`src/hdl/hlsc_pkg.sv`:
```
package hlsc_pkg;

  // Channel and result widths.
  localparam int unsigned CH_W  = 8;
  localparam int unsigned HUE_W = 9;

  // Divider geometry shared by the saturation and hue quotients.
  // Both numerators fit in 18 bits and both divisors in 10 bits;
  // both quotients stay below 512.
  localparam int unsigned DIV_NUM_W = 18;
  localparam int unsigned DIV_DEN_W = 10;
  localparam int unsigned DIV_Q_W   = 9;

  // Numerator scale factors: saturation is 255*delta/den with half-up
  // rounding, written as (510*delta + den) / (2*den). Hue is 60*h/delta,
  // written as (120*h + delta) / (2*delta).
  localparam int unsigned SAT_SCALE = 510;
  localparam int unsigned HUE_SCALE = 120;

endpackage

```
`src/hdl/hlsc_div.sv`:
```
// Pipelined restoring divider: one quotient bit per stage, Q_W stages.
// The quotient must be known to fit in Q_W bits.
module hlsc_div
  import hlsc_pkg::*;
#(
  parameter int unsigned NUM_W = DIV_NUM_W,
  parameter int unsigned DEN_W = DIV_DEN_W,
  parameter int unsigned Q_W   = DIV_Q_W
) (
  input  logic             clk_i,
  input  logic [NUM_W-1:0] num_i,
  input  logic [DEN_W-1:0] den_i,
  output logic [Q_W-1:0]   quo_o
);

  localparam int unsigned REM_W = DEN_W + Q_W;

  logic [REM_W-1:0] rem_in  [Q_W];
  logic [DEN_W-1:0] den_in  [Q_W];
  logic [Q_W-1:0]   quo_in  [Q_W];
  logic [REM_W-1:0] rem_d   [Q_W];
  logic [Q_W-1:0]   quo_d   [Q_W];
  logic [REM_W-1:0] rem_q   [Q_W];
  logic [DEN_W-1:0] den_q   [Q_W];
  logic [Q_W-1:0]   quo_q   [Q_W];

  for (genvar gi = 0; gi < Q_W; gi++) begin : g_stage
    logic [REM_W-1:0] trial;
    logic             fits;

    // Each stage takes its operands from the stage before it.
    if (gi == 0) begin : g_first
      assign rem_in[gi] = REM_W'(num_i);
      assign den_in[gi] = den_i;
      assign quo_in[gi] = '0;
    end else begin : g_next
      assign rem_in[gi] = rem_q[gi-1];
      assign den_in[gi] = den_q[gi-1];
      assign quo_in[gi] = quo_q[gi-1];
    end

    // Try to subtract the divisor at this bit's weight.
    assign trial       = REM_W'(den_in[gi]) << (Q_W - 1 - gi);
    assign fits        = (rem_in[gi] >= trial);
    assign rem_d[gi]   = fits ? (rem_in[gi] - trial) : rem_in[gi];
    assign quo_d[gi]   = (quo_in[gi] << 1) | Q_W'(fits);

    always_ff @(posedge clk_i) begin
      rem_q[gi] <= rem_d[gi];
      den_q[gi] <= den_in[gi];
      quo_q[gi] <= quo_d[gi];
    end
  end

  assign quo_o = quo_q[Q_W-1];

endmodule

```
`src/hdl/rgb_to_hls_converter_core.sv`:
```
// RGB to HSL converter for 8-bit pixels.
// Input channel: red_i, green_i and blue_i are taken on each rising edge
// at which start_i is high and busy_o is low. busy_o is always low, so a
// new pixel may be offered in every cycle.
// Result channel: done_o is high for exactly one cycle per pixel, and
// hue_o, lightness_o, saturation_o and achromatic_o are valid in that
// cycle only. The receiver cannot hold a result off.
// Pipeline: from the transfer edge of a pixel to its done_o cycle it passes
// three front stages (max/min, sector offset, numerators), nine divider
// stages, and the output register.
// Throughput: one pixel per cycle; the saturation and hue dividers each
// resolve one quotient bit per stage, which sets the depth.
// Results come out in the order the pixels went in.
// A gray pixel gives achromatic_o high with hue_o and saturation_o zero.
// Reset clears all valid bits, so no stray done_o follows reset; pixels in
// flight at reset are dropped.
module rgb_to_hls_converter_core
  import hlsc_pkg::*;
(
  input  logic             clk_i,
  input  logic             rst_ni,
  input  logic             start_i,
  output logic             busy_o,
  input  logic [CH_W-1:0]  red_i,
  input  logic [CH_W-1:0]  green_i,
  input  logic [CH_W-1:0]  blue_i,
  output logic             done_o,
  output logic [HUE_W-1:0] hue_o,
  output logic [CH_W-1:0]  lightness_o,
  output logic [CH_W-1:0]  saturation_o,
  output logic             achromatic_o
);

  localparam int unsigned LATENCY = 4 + DIV_Q_W;
  localparam int unsigned SUM_W   = CH_W + 1;
  localparam int unsigned HP_W    = CH_W + 3;

  // Hue sector; the red sector with a negative angle wraps by a full turn.
  typedef enum logic [1:0] {
    SEC_RED   = 2'd0,
    SEC_GREEN = 2'd1,
    SEC_BLUE  = 2'd2,
    SEC_WRAP  = 2'd3
  } sector_e;

  logic accept;

  // The block never pushes back.
  assign busy_o = 1'b0;
  assign accept = start_i && !busy_o;

  // Stage 1: maximum, minimum, sector and signed channel difference.
  logic [CH_W-1:0]   s1_mx_d, s1_mn_d;
  sector_e           s1_sec_d;
  logic signed [CH_W:0] s1_num_d;
  logic              s1_v_q;
  logic [CH_W-1:0]   s1_mx_q, s1_mn_q;
  sector_e           s1_sec_q;
  logic signed [CH_W:0] s1_num_q;

  always_comb begin
    s1_mx_d = red_i;
    s1_mn_d = red_i;
    if (green_i > s1_mx_d) s1_mx_d = green_i;
    if (blue_i > s1_mx_d)  s1_mx_d = blue_i;
    if (green_i < s1_mn_d) s1_mn_d = green_i;
    if (blue_i < s1_mn_d)  s1_mn_d = blue_i;
    // Ties on the maximum go to red, then green.
    if (red_i == s1_mx_d) begin
      s1_num_d = $signed({1'b0, green_i}) - $signed({1'b0, blue_i});
      s1_sec_d = (green_i < blue_i) ? SEC_WRAP : SEC_RED;
    end else if (green_i == s1_mx_d) begin
      s1_num_d = $signed({1'b0, blue_i}) - $signed({1'b0, red_i});
      s1_sec_d = SEC_GREEN;
    end else begin
      s1_num_d = $signed({1'b0, red_i}) - $signed({1'b0, green_i});
      s1_sec_d = SEC_BLUE;
    end
  end

  // Stage 2: sum, spread, lightness, saturation divisor, hue in sixths.
  logic [SUM_W-1:0]  s2_sum_d;
  logic [CH_W-1:0]   s2_delta_d;
  logic [HP_W-1:0]   s2_base_d;
  logic signed [HP_W:0] s2_hp_full;
  logic              s2_v_q;
  logic [CH_W-1:0]   s2_delta_q;
  logic [CH_W-1:0]   s2_light_q;
  logic [SUM_W-1:0]  s2_den_q;
  logic [HP_W-1:0]   s2_hp_q;
  logic              s2_achrom_q;

  assign s2_sum_d   = SUM_W'(s1_mx_q) + SUM_W'(s1_mn_q);
  assign s2_delta_d = s1_mx_q - s1_mn_q;

  // Sector offset in multiples of the spread: 0, 2, 4 or 6.
  always_comb begin
    case (s1_sec_q)
      SEC_RED:   s2_base_d = '0;
      SEC_GREEN: s2_base_d = HP_W'(s2_delta_d) << 1;
      SEC_BLUE:  s2_base_d = HP_W'(s2_delta_d) << 2;
      SEC_WRAP:  s2_base_d = (HP_W'(s2_delta_d) << 2) + (HP_W'(s2_delta_d) << 1);
      default:   s2_base_d = '0;
    endcase
  end

  assign s2_hp_full = $signed({1'b0, s2_base_d})
                    + $signed({{(HP_W - CH_W){s1_num_q[CH_W]}}, s1_num_q});

  // Stage 3: divider operands.
  logic              s3_v_q;
  logic [CH_W-1:0]   s3_light_q;
  logic              s3_achrom_q;
  logic [DIV_NUM_W-1:0] s3_sat_num_q, s3_hue_num_q;
  logic [DIV_DEN_W-1:0] s3_sat_den_q, s3_hue_den_q;

  // Control: valid bits of the front stages.
  always_ff @(posedge clk_i or negedge rst_ni) begin
    if (!rst_ni) begin
      s1_v_q <= 1'b0;
      s2_v_q <= 1'b0;
      s3_v_q <= 1'b0;
    end else begin
      s1_v_q <= accept;
      s2_v_q <= s1_v_q;
      s3_v_q <= s2_v_q;
    end
  end

  // Payload of the front stages.
  always_ff @(posedge clk_i) begin
    s1_mx_q     <= s1_mx_d;
    s1_mn_q     <= s1_mn_d;
    s1_sec_q    <= s1_sec_d;
    s1_num_q    <= s1_num_d;

    s2_delta_q  <= s2_delta_d;
    s2_light_q  <= s2_sum_d[SUM_W-1:1];
    // Below half lightness the divisor is the sum, otherwise 511 - sum.
    s2_den_q    <= s2_sum_d[SUM_W-1] ? ~s2_sum_d : s2_sum_d;
    s2_hp_q     <= s2_hp_full[HP_W-1:0];
    s2_achrom_q <= (s2_delta_d == '0);

    s3_light_q   <= s2_light_q;
    s3_achrom_q  <= s2_achrom_q;
    s3_sat_num_q <= DIV_NUM_W'(s2_delta_q) * DIV_NUM_W'(SAT_SCALE)
                  + DIV_NUM_W'(s2_den_q);
    s3_sat_den_q <= DIV_DEN_W'({s2_den_q, 1'b0});
    s3_hue_num_q <= DIV_NUM_W'(s2_hp_q) * DIV_NUM_W'(HUE_SCALE)
                  + DIV_NUM_W'(s2_delta_q);
    s3_hue_den_q <= DIV_DEN_W'({s2_delta_q, 1'b0});
  end

  // Dividers. A zero divisor only occurs for gray pixels, whose quotients
  // are discarded at the output.
  logic [DIV_Q_W-1:0] sat_quo, hue_quo;

  hlsc_div #(
    .NUM_W (DIV_NUM_W),
    .DEN_W (DIV_DEN_W),
    .Q_W   (DIV_Q_W)
  ) u_sat_div (
    .clk_i (clk_i),
    .num_i (s3_sat_num_q),
    .den_i (s3_sat_den_q),
    .quo_o (sat_quo)
  );

  hlsc_div #(
    .NUM_W (DIV_NUM_W),
    .DEN_W (DIV_DEN_W),
    .Q_W   (DIV_Q_W)
  ) u_hue_div (
    .clk_i (clk_i),
    .num_i (s3_hue_num_q),
    .den_i (s3_hue_den_q),
    .quo_o (hue_quo)
  );

  // Side line that carries valid, lightness and the gray flag alongside
  // the divider stages.
  logic              side_v_q      [DIV_Q_W];
  logic [CH_W-1:0]   side_light_q  [DIV_Q_W];
  logic              side_achrom_q [DIV_Q_W];

  always_ff @(posedge clk_i or negedge rst_ni) begin
    if (!rst_ni) begin
      for (int i = 0; i < DIV_Q_W; i++) begin
        side_v_q[i] <= 1'b0;
      end
    end else begin
      side_v_q[0] <= s3_v_q;
      for (int i = 1; i < DIV_Q_W; i++) begin
        side_v_q[i] <= side_v_q[i-1];
      end
    end
  end

  always_ff @(posedge clk_i) begin
    side_light_q[0]  <= s3_light_q;
    side_achrom_q[0] <= s3_achrom_q;
    for (int i = 1; i < DIV_Q_W; i++) begin
      side_light_q[i]  <= side_light_q[i-1];
      side_achrom_q[i] <= side_achrom_q[i-1];
    end
  end

  // Output register.
  logic             done_q;
  logic [HUE_W-1:0] hue_q;
  logic [CH_W-1:0]  light_q;
  logic [CH_W-1:0]  sat_q;
  logic             achrom_q;

  always_ff @(posedge clk_i or negedge rst_ni) begin
    if (!rst_ni) begin
      done_q <= 1'b0;
    end else begin
      done_q <= side_v_q[DIV_Q_W-1];
    end
  end

  always_ff @(posedge clk_i) begin
    light_q  <= side_light_q[DIV_Q_W-1];
    achrom_q <= side_achrom_q[DIV_Q_W-1];
    hue_q    <= side_achrom_q[DIV_Q_W-1] ? '0 : HUE_W'(hue_quo);
    sat_q    <= side_achrom_q[DIV_Q_W-1] ? '0 : sat_quo[CH_W-1:0];
  end

  assign done_o       = done_q;
  assign hue_o        = hue_q;
  assign lightness_o  = light_q;
  assign saturation_o = sat_q;
  assign achromatic_o = achrom_q;

`ifndef ASSERT_OFF
  // Every transferred pixel yields exactly one strobe after the latency.
  assert property (@(posedge clk_i) disable iff (!rst_ni)
    accept |-> ##LATENCY done_o)
    else $error("pixel transfer did not produce a result strobe");

  // A strobe always traces back to a pixel transfer.
  assert property (@(posedge clk_i) disable iff (!rst_ni)
    done_o |-> $past(accept, LATENCY))
    else $error("result strobe without a matching pixel transfer");

  // The saturation quotient never needs clamping.
  assert property (@(posedge clk_i) disable iff (!rst_ni)
    (side_v_q[DIV_Q_W-1] && !side_achrom_q[DIV_Q_W-1])
      |-> (sat_quo[DIV_Q_W-1:CH_W] == '0))
    else $error("saturation quotient exceeds 255");

  // Hue stays within a full turn.
  assert property (@(posedge clk_i) disable iff (!rst_ni)
    (done_o && !achromatic_o) |-> (hue_o <= HUE_W'(360)))
    else $error("hue above 360 degrees");
`endif

endmodule

```
`config.mk`:
```
export PLATFORM = sky130hd
export DESIGN_NAME = rgb_to_hls_converter_core
export DESIGN_NICKNAME = d
export VERILOG_FILES = /design/src/hdl/hlsc_pkg.sv /design/src/hdl/hlsc_div.sv /design/src/hdl/rgb_to_hls_converter_core.sv
export SDC_FILE = /design/constraint.sdc
export NUM_CORES = 1
export LEC_CHECK = 0
export ABC_AREA = 1
export BUFFER_PORTS_ARGS = -buffer_cell sky130_fd_sc_hd__clkbuf_2
export CAP_MARGIN = 20
export CORE_MARGIN = 3
export CORE_UTILIZATION = 63
export CTS_CLUSTER_SIZE = 16
export DETAILED_ROUTE_END_ITERATION = 8
export GPL_ROUTABILITY_DRIVEN = 0
export PLACE_DENSITY = 0.77
export SLEW_MARGIN = 15
export SYNTH_ARGS = -nofsm -noshare
export SYNTH_HDL_FRONTEND = slang
export SYNTH_SLANG_ARGS = --single-unit
```
`constraint.sdc`:
```
create_clock -name clk_i -period 6.9 [get_ports clk_i]
set_clock_uncertainty 0.2 [all_clocks]
set_input_delay 1.38 -clock clk_i [delete_from_list [all_inputs] [get_ports clk_i]]
set_output_delay 1.38 -clock clk_i [all_outputs]
set_load 0.005 [all_outputs]
```
## Yosys cells after proc, flatten, opt, wreduce, memory -nomap -nowiden

Memory sizes are Yosys's and may differ from the RTL's. A register that Yosys moved wholly into a read port is not among the register bits.
Index checks and enable logic that the tools add are counted.

- Register bits: 140
- Bits in latches: 0
- RAM bits: 765
- ROM bits: 0
- Bits of input ports: 27
- Output and inout bits: 28
- Logic and storage cells: 143
- Memories kept: 8

Memories:

| name | depth | bits a word | read ports | clocked after memory_dff | wr ports | RTL line | RTL |
|---|---|---|---|---|---|---|---|
| u_hue_div.rem_q | 9 | 19 | 8 | 0 | 9 | hlsc_div.sv:23 | `logic [REM_W-1:0] rem_q [Q_W];` |
| u_sat_div.rem_q | 9 | 19 | 8 | 0 | 9 | hlsc_div.sv:23 |  |
| u_hue_div.den_q | 9 | 10 | 8 | 0 | 9 | hlsc_div.sv:24 | `logic [DEN_W-1:0] den_q [Q_W];` |
| u_sat_div.den_q | 9 | 10 | 8 | 0 | 9 | hlsc_div.sv:24 |  |
| u_hue_div.quo_q | 9 | 9 | 9 | 1 | 9 | hlsc_div.sv:25 | `logic [Q_W-1:0] quo_q [Q_W];` |
| u_sat_div.quo_q | 9 | 9 | 9 | 1 | 9 | hlsc_div.sv:25 |  |
| +2 memories | - | - | - | - | - | - |  |

- Add/subtract/negate cells: 27
- Multipliers: 2
- Divide/modulo/power cells: 0
- $lt $le $gt $ge: 23
- Equality and inequality tests: 5
- Shifts and indexed selects: 0
- Muxes and demuxes: 29
- Bitwise logic cells: 17
- Reductions and logical operators: 2

Operator list:

| cell | count |
|---|---|
| two-way mux 19 bit | 18 |
| OR 9 x 1 -> 9 bit | 16 |
| case mux 11 bit (4 select lines) | 1 |
| two-way mux 8 bit | 5 |
| greater-or-equal comparator 19 x 10 -> 1 bit | 2 |
| greater-or-equal comparator 19 x 11 -> 1 bit | 2 |
| greater-or-equal comparator 19 x 12 -> 1 bit | 2 |
| greater-or-equal comparator 19 x 13 -> 1 bit | 2 |
| greater-or-equal comparator 19 x 14 -> 1 bit | 2 |
| greater-or-equal comparator 19 x 15 -> 1 bit | 2 |
| greater-or-equal comparator 19 x 16 -> 1 bit | 2 |
| greater-or-equal comparator 19 x 17 -> 1 bit | 2 |
| subtractor 19 x 10 -> 19 bit | 2 |
| subtractor 19 x 11 -> 19 bit | 2 |
| subtractor 19 x 12 -> 19 bit | 2 |
| subtractor 19 x 13 -> 19 bit | 2 |
| subtractor 19 x 14 -> 19 bit | 2 |
| subtractor 19 x 15 -> 19 bit | 2 |
| subtractor 19 x 16 -> 19 bit | 2 |
| subtractor 19 x 17 -> 19 bit | 2 |
| subtractor 8 x 8 -> 9 bit | 3 |
| < comparator 8 bit | 3 |
| subtractor 18 x 17 -> 19 bit | 1 |
| subtractor 18 x 18 -> 19 bit | 1 |
| 19 further kinds | 25 |

## Longest topological paths before layout

Gate-level depths: netlist of the first run.

- Depth in word-level cells: 7
- Depth in mapped cells: 30
- Depth with buffers taken out: 29

## Hierarchy

Synthesis of the first run repeated with hierarchy kept, for this count alone.

- Cell total of the unflattened synthesis: 4875
- Area, all modules: 38715.9 um^2

By module, submodules not included:

| module | instances | cells an instance | area an instance (um^2) | seq. area each (um^2) |
|---|---|---|---|---|
| hlsc_div (u_hue_div) | 1 | 1719 | 13075.0 | 5545.3 |
| hlsc_div (u_sat_div) | 1 | 1751 | 13045.0 | 5545.3 |
| rgb_to_hls_converter_core | 1 | 1405 | 12595.8 | 4909.7 |

## Least setup slack after synthesis of the first run

Ideal clock, no wire load.

- Kind: register to register
- From: reg s2_delta_q[4]
- To: reg s3_sat_num_q[15]
- Library setup time: 109 ps
- Arrival time: 4563 ps
- Required time: 6591 ps
- Path slack: 2028 ps
- Cell stages (with the launch flop): 22
- Path buffers: 0
- Period minus slack after synthesis: 4872 ps
- Cells stage by stage: dfxtp_1 > inv_1 > fa_1 > inv_1 > ha_1 > fa_1 > inv_1 > fa_1 > inv_1 > ha_1 > xnor2_1 > inv_1 > ha_1 > nand2_1 > o31ai_1 > nand3_1 > nor2_1 > nand2_1 > nor2_1 > nand3b_1 > nand2_1 > inv_1

- Longest elaborated chain between the ends: 2

RTL lines:

| item | RTL line | RTL |
|---|---|---|
| start, declared | rgb_to_hls_converter_core.sv:87 | `logic [CH_W-1:0] s2_delta_q;` |
| start signal, assigned | rgb_to_hls_converter_core.sv:137 | `s2_delta_q <= s2_delta_d;` |
| multiplier 8 x 8 -> 16 bit | rgb_to_hls_converter_core.sv:146 | `s3_sat_num_q <= DIV_NUM_W'(s2_delta_q) * DIV_NUM_W'(SAT_SCALE)` |
| adder 17 x 9 -> 18 bit | rgb_to_hls_converter_core.sv:147 | `+ DIV_NUM_W'(s2_den_q);` |
| end signal, assigned | rgb_to_hls_converter_core.sv:146 |  |
| end, declared | rgb_to_hls_converter_core.sv:114 | `logic [DIV_NUM_W-1:0] s3_sat_num_q, s3_hue_num_q;` |

No other way between the ends.
A chain may end at the register's enable or synchronous reset.

## Worst setup path after layout of the first run

- From: in green_i[6]
- To: reg s1_sec_q[0]

- Longest elaborated chain between the ends: 7
- Elaborated cells between the ends (all ways): 10
- Those cells by class: order compare (3); eq/ne (2); mux (5)

RTL lines:

| item | RTL line | RTL |
|---|---|---|
| start, declared | rgb_to_hls_converter_core.sv:25 | `input logic [CH_W-1:0] green_i,` |
| greater-than comparator 8 bit | rgb_to_hls_converter_core.sv:64 | `if (green_i > s1_mx_d) s1_mx_d = green_i;` |
| two-way mux 8 bit * | rgb_to_hls_converter_core.sv:64 |  |
| greater-than comparator 8 bit | rgb_to_hls_converter_core.sv:65 | `if (blue_i > s1_mx_d) s1_mx_d = blue_i;` |
| two-way mux 8 bit * | rgb_to_hls_converter_core.sv:65 |  |
| named net s1_mx_d[6] | rgb_to_hls_converter_core.sv:53 | `logic [CH_W-1:0] s1_mx_d, s1_mn_d;` |
| == test 8 bit | rgb_to_hls_converter_core.sv:72 | `end else if (green_i == s1_mx_d) begin` |
| two-way mux 2 bit | rgb_to_hls_converter_core.sv:72 |  |
| two-way mux 2 bit * | rgb_to_hls_converter_core.sv:69 | `if (red_i == s1_mx_d) begin` |
| named net s1_sec_d[0] | rgb_to_hls_converter_core.sv:54 | `sector_e s1_sec_d;` |
| end signal, assigned | rgb_to_hls_converter_core.sv:134 | `s1_sec_q <= s1_sec_d;` |
| end, declared | rgb_to_hls_converter_core.sv:58 | `sector_e s1_sec_q;` |

Mark *: on every way through the listed nets, which the timed path passes. The rest lies on a longest branch.

==> flow_metrics.py, run 1 <==
metrics = {
    "clock_tree": {
        "cts_hold_buf": 0,
        "cts_buffers": 74,
        "clkTransAtPathRegs_ns": 0.06,
        "cts_tree": "built",
        "cts_setup_buffers": 0,
        "htreeDepth": 3,
        "numClockSinks": 732,
        "cts_root_buf": "clkbuf_16",
        "insertion_delay_ns": 0.61,
        "cts_resized": 0,
        "clk_path_buf_depth": 3,
    },
    "grt": {
        "grt_max_degree": 23,
        "antenna_found_initial": 0,
        "grt_pass1_vias": 23200,
        "overflow": 0,
        "grt_pass1_wl_mm": 103,
        "grt.total_usage_pct": 23.0,
    },
    "yosys": {
        "synth.top_cells.by_area": "dfxtp_1 44%, ha_1 11%, nand2_1 7.0%",
        "synth_edf_count": 0,
        "async_reset_ff_share_pct": 1.78,
        "synth_commonest_cells": "719 x dfxtp_1, 603 x nand2_1, 578 x inv_1",
        "ys_seq_area_share_pct": 45.2,
        "yosys_register_bits": 732,
        "synth_ff_type": "dfxtp_1",
        "synth-warning-count": 0,
        "yosys.area.top_type_share_pct": 44.2,
        "synth_top_cell_by_area": "dfxtp_1",
        "syn_avg_cell_area_um2": 8.85,
        "synth_most_common_cell": "dfxtp_1",
        "synth.cell_area_um2": 32500,
        "ys_types": 63,
        "syn-instance-count": 3677,
    },
    "detailed_routing": {
        "vias_per_cell": 5.21,
        "drt_pass1_iterations": 7,
        "wl_per_cell_um": 13.8,
        "drt_iter0_drc": 1209,
        "vias": 23500,
        "drt_wl_total_mm": 61.9,
        "drc": 0,
        "ant_nets": 0,
    },
    "run_status": {
        "status": "completed",
    },
    "worst_setup_path": {
        "crit_fanout": 17,
        "cp.arrival_ns": 5.82,
        "path_class": "input port to flop",
        "worstPathRequired_ns": 7.25,
        "cp-end-kind": "flop",
        "reg2reg_depth": 21,
        "start_kind": "input port",
    },
    "placement": {
        "portBuffers": 53,
        "post-place-ws_ns": 1.01,
        "dp_hpwl_mm": 46.4,
    },
    "worst_hold_path": {
        "whs_path_depth": 0,
        "hp-class": "flop to flop",
    },
    "floorplan": {
        "fp-row-count": 82,
        "die_w_um": 233,
        "start_util_pct": 64.3,
        "io_pins": 55,
        "fp.dieH_um": 233,
        "dieArea_um2": 54400,
        "core_area_um2": 50600,
    },
    "final_layout": {
        "syn2layout_area_growth_pct": 10.6,
        "fillCellCount": 3783,
        "drive_above_1_share_pct": 6.58,
        "antenna_cells": 0,
        "fin_nets": 4167,
    },
    "timing": {
        "min_period_ns": 5.47,
        "final.setup.worst_slack_ns": 1.43,
        "finalHoldViolations": 0,
        "rsz0062_at_grt": "no",
        "tightest_slew_ns": 1.01,
        "slew_headroom_pct": 32.1,
        "setup_viol": 0,
        "tns_ns": 0,
        "fin_crit_sh_pct": 79.3,
        "slew_violations": 0,
        "fmaxAchievable_ghz": 0.183,
    },
    "run": {
        "maxCapViolations": 0,
    },
}
critical path: stages:
cell and delay [ns]:
clkbuf_2 0.15, inv_1 0.12, ha_1 0.36, nand2_1 0.09
nand2_1 0.07, a21oi_2 0.50, nand3_2 0.43, nand2_2 0.17
nand2_1 0.09, ha_1 0.31, nand2_1 0.06, nand2_1 0.06
nand2_1 0.05, nand2_1 0.05, nand2_1 0.07, a21boi_2 0.54
nand2_1 0.27, nand2_4 0.15, nand2_1 0.06, nand2_1 0.07
nand2_2 0.07, nor2_4 0.15, nand2_4 0.16, inv_2 0.16
nand3_1 0.13, nand2_1 0.09
final timing paths:
check                                       from                    end  slack, ns
setup / recovery                      green_i[6]            s1_sec_q[0]       1.43
hold / removal             u_hue_div.quo_q[5][5]  u_hue_div.quo_q[6][6]       0.12
setup reg to reg                   s2_delta_q[4]       s3_sat_num_q[15]       1.60
hold reg to reg            u_hue_div.quo_q[5][5]  u_hue_div.quo_q[6][6]       0.12
max in group asynchronous                 rst_ni            side_v_q[1]       5.80
min in group asynchronous                 rst_ni            side_v_q[4]       0.46
layout make-up:
type | count | area, um2 | area share, %
Clock buffer | 97 | 2070 | 5.76
Clock inverter | 33 | 429 | 1.19
Inverter | 582 | 2180 | 6.07
Multi-Input combinational cell | 2328 | 15400 | 42.9
Sequential cell | 732 | 14700 | 40.9
Tap cell | 672 | 841 | 2.34
Timing Repair Buffer | 56 | 288 | 0.800
per-layer routing:
metal / share of wire, % / global-route usage [%] / up-vias / wire length, um
met5: 0 / 0 / - / 0
met4: 4.6 / 11.6 / 0 / 2880
met3: 4.2 / 3.54 / 199 / 2590
met2: 51 / 43.6 / 541 / 31600
met1: 40 / 24.4 / 10700 / 24800
li1: - / - / 12100 / -
placed cells by master, fill, tap and decap left out, types with 73 or more instances in the layout:
cell         n
o21ai_0    167
a21oi_1    229
inv_1      578
nor2_1     244
nand2_1    603
xnor2_1     95
xor2_1     141
dfxtp_1    719
clkbuf_16   77
nand3_1    147
ha_1       293
fa_1        73
state kept, by name (all words and copies together), names as in the netlist, 8 cells and up:
name / flops
s1_num_q: 9
s3_hue_num_q: 18
s2_delta_q: 8
u_sat_div.rem_q: 152
s3_sat_num_q: 18
s3_sat_den_q: 8
side_v_q: 9
s2_den_q: 9
saturation_o: 8
s1_mn_q: 8
s1_mx_q: 8
u_sat_div.quo_q: 36
hue_o: 9
u_sat_div.den_q: 64
lightness_o: 8
u_hue_div.quo_q: 45
s2_light_q: 8
u_hue_div.rem_q: 152
side_achrom_q: 9
s3_light_q: 8
u_hue_div.den_q: 41
side_light_q: 72
s2_hp_q: 11
logic make-up (layout without fill, tap and decap cells):
family          after synthesis  count (layout)  synth area share [%]
other cells                   1               2                0.0115
simple gates               1211            1211                  16.6
flops                       732             732                  45.2
compound gates              512             512                  8.68
buf+inv                     618             768                  7.31
xor+xnor                    237             237                  6.40
fa+ha+maj                   366             366                  15.8
stage by stage:
| step | hold WS (ns) | instances | cell area (um2) | utilization, % |
|---|---|---|---|---|
| 2_1_floorplan | 0.110 | 3678 | 32500 | - |
| 3_5_place_dp | 0.112 | 4367 | 33500 | 66.1 |
| 4_1_cts | 0.125 | 4497 | 36000 | 71.1 |
| 6_report | 0.121 | 4500 | 36000 | 71.1 |
| 5_1_grt | 0.124 | 4500 | 36000 | 71.1 |
| 3_3_place_gp | 0.110 | 4367 | 33500 | 66.1 |
Power of run 1 is left out: the tool's default activity adds up to more than one toggle a clock period on the data nets, which glitch-free logic cannot reach.
==> run 2, diff against run 1 <==
- CORE_UTILIZATION: 63 -> 57
- PLACE_DENSITY: 0.77 -> 0.73
- clock period: 6.9 -> 5 ns (I/O delays scaled with it)
==> run 2 against run 1 <==
Via count decreased by 1.2%. Register-to-register slack got worse by 1.3 ns. Highest routed layer unchanged. Global-route usage down 2.5 points. Clock-buffer cell count grew 3. Worst setup slack got worse by 1.1 ns. Wire length is 3.1% lower. First-iteration DRC count decreased by 14%. Core utilization down 5.8 points. Largest cell class unchanged. Flip-flop and latch count did not move. Die area increased by 10%. Hold slack worse by 0.033 ns. Cell count rose by 2.3%.
==> flow_metrics.py, run 2 (synthesis results as in run 1) <==
metrics = {
    "worst_hold_path": {
        "hp-class": "input port to async pin",
    },
    "clock_tree": {
        "clkTransAtPathRegs_ns": 0.06,
        "htreeDepth": 3,
        "insertion_delay_ns": 0.60,
        "cts_root_buf": "clkbuf_16",
        "cts_tree": "built",
        "numClockSinks": 732,
        "cts_hold_buf": 0,
        "cts_buffers": 75,
        "clk_path_buf_depth": 3,
    },
    "timing": {
        "min_period_ns": 4.72,
        "rsz0062_at_grt": "yes",
        "setup_viol": 0,
        "fin_hold_ws_ns": 0.0884,
        "fmaxAchievable_ghz": 0.212,
        "tightest_slew_ns": 1.04,
        "fin_crit_sh_pct": 94.3,
        "slew_violations": 0,
        "slew_headroom_pct": 30.7,
        "finalHoldViolations": 0,
    },
    "final_layout": {
        "syn2layout_area_growth_pct": 11.9,
        "instances_no_fill": 4604,
        "final_common_cell": "dfxtp_1",
        "antenna_cells": 0,
        "final_cell_mix": "713 x dfxtp_1, 602 x nand2_1, 577 x inv_1",
        "drive_above_1_share_pct": 7.88,
        "fin_nets": 4193,
        "stdcell_area_um2": 36400,
        "reg_top3": "u_hue_div.rem_q x152, u_sat_div.rem_q x152, side_light_q x72",
    },
    "grt": {
        "grt_util_met3_pct": 3.21,
        "grt_use_met2_pct": 36.9,
        "grt_max_degree": 23,
        "grt_busiest_layer": "met2",
        "antenna_found_initial": 0,
        "overflow": 0,
        "grt_use_met1_pct": 23.2,
        "grt_pass1_wl_mm": 102,
        "grt.total_usage_pct": 20.4,
        "grt_pass1_vias": 22800,
    },
    "worst_setup_path": {
        "regToRegSetupSlack_ns": 0.28,
        "reg2reg_depth": 22,
        "r2r_end": "s3_sat_num_q[15]",
        "start_kind": "flop",
        "cp.arrival_ns": 5.01,
        "crit_fanout": 4,
        "crit-reg2reg-launch": "s2_delta_q[4]",
        "cp-end-kind": "flop",
        "worstPathRequired_ns": 5.29,
        "path_class": "flop to flop",
    },
    "detailed_routing": {
        "vias": 23200,
        "vias_per_cell": 5.04,
        "wl_per_cell_um": 13.0,
        "ant_nets": 0,
        "drt_wl_total_mm": 60.0,
        "drc": 0,
        "drt_pass1_iterations": 5,
        "drt_iter0_drc": 1035,
    },
    "floorplan": {
        "core_area_um2": 55700,
        "dieArea_um2": 60000,
        "die_w_um": 245,
        "start_util_pct": 58.4,
        "io_pins": 55,
        "fp-row-count": 86,
        "fp.dieH_um": 245,
    },
    "placement": {
        "dp_hpwl_mm": 46.4,
        "placed_area_um2": 33700,
        "post-place-cells": 4467,
        "portBuffers": 53,
    },
    "run_status": {
        "status": "completed",
    },
    "run": {
        "maxCapViolations": 0,
    },
}
[run 2: cell type report]
type	count	area [um2]
clock buffer	100	2140
clock inverter	33	424
fill	4612	19300
inverter	582	2180
multi-input combinational	2328	15500
sequential	732	14700
tap	748	936
timing repair buffer	81	475
[run 2: metal layers]
layer,routed length [um],share of wire [%]
met1,25400,42
met4,2880,4.8
met2,29300,49
met3,2390,4.0
met5,0,0
[run 2: worst max path at each step]
stage / from / to
final: s2_delta_q[4] / s3_sat_num_q[15]
after global routing: s2_delta_q[1] / s3_sat_num_q[15]
after CTS: s2_delta_q[1] / s3_sat_num_q[15]
after detailed placement: s2_delta_q[1] / s3_sat_num_q[15]
after global placement: s2_delta_q[1] / s3_sat_num_q[15]
after floorplan: s2_delta_q[4] / s3_sat_num_q[15]
[run 2: what timing repair did]
| item | CTS | global route |
|---|---|---|
| setup buffers | 0 | 2 |
| gates resized for setup | 0 | 23 |
| setup endpoints to repair | 0 | 7 |
[run 2: stage by stage]
step | utilization [%] | worst slack [ns] | TNS, ns
after floorplan | - | 0.128 | 0
after global placement | 60.5 | 0.145 | 0
after detailed placement | 60.5 | 0.0553 | 0
after CTS | 65.1 | 0.0514 | 0
after global routing | 65.3 | -0.0204 | -0.0204
final | 65.3 | 0.283 | 0
[run 2: critical path, stage by stage, from the launching register on]
cell	delay, ns
dfxtp_2	0.37
inv_1	0.10
fa_1	0.57
inv_1	0.05
ha_1	0.30
fa_1	0.53
inv_1	0.05
fa_1	0.52
inv_1	0.04
ha_1	0.34
xnor2_1	0.18
inv_1	0.09
ha_4	0.28
nand2_2	0.07
o21a_1	0.22
o31ai_4	0.07
nand3_2	0.12
nor2_1	0.11
nand2_1	0.09
nor2_2	0.10
nand3b_1	0.10
nand2_1	0.07
inv_1	0.03
Power of run 2 is left out for the same reason.
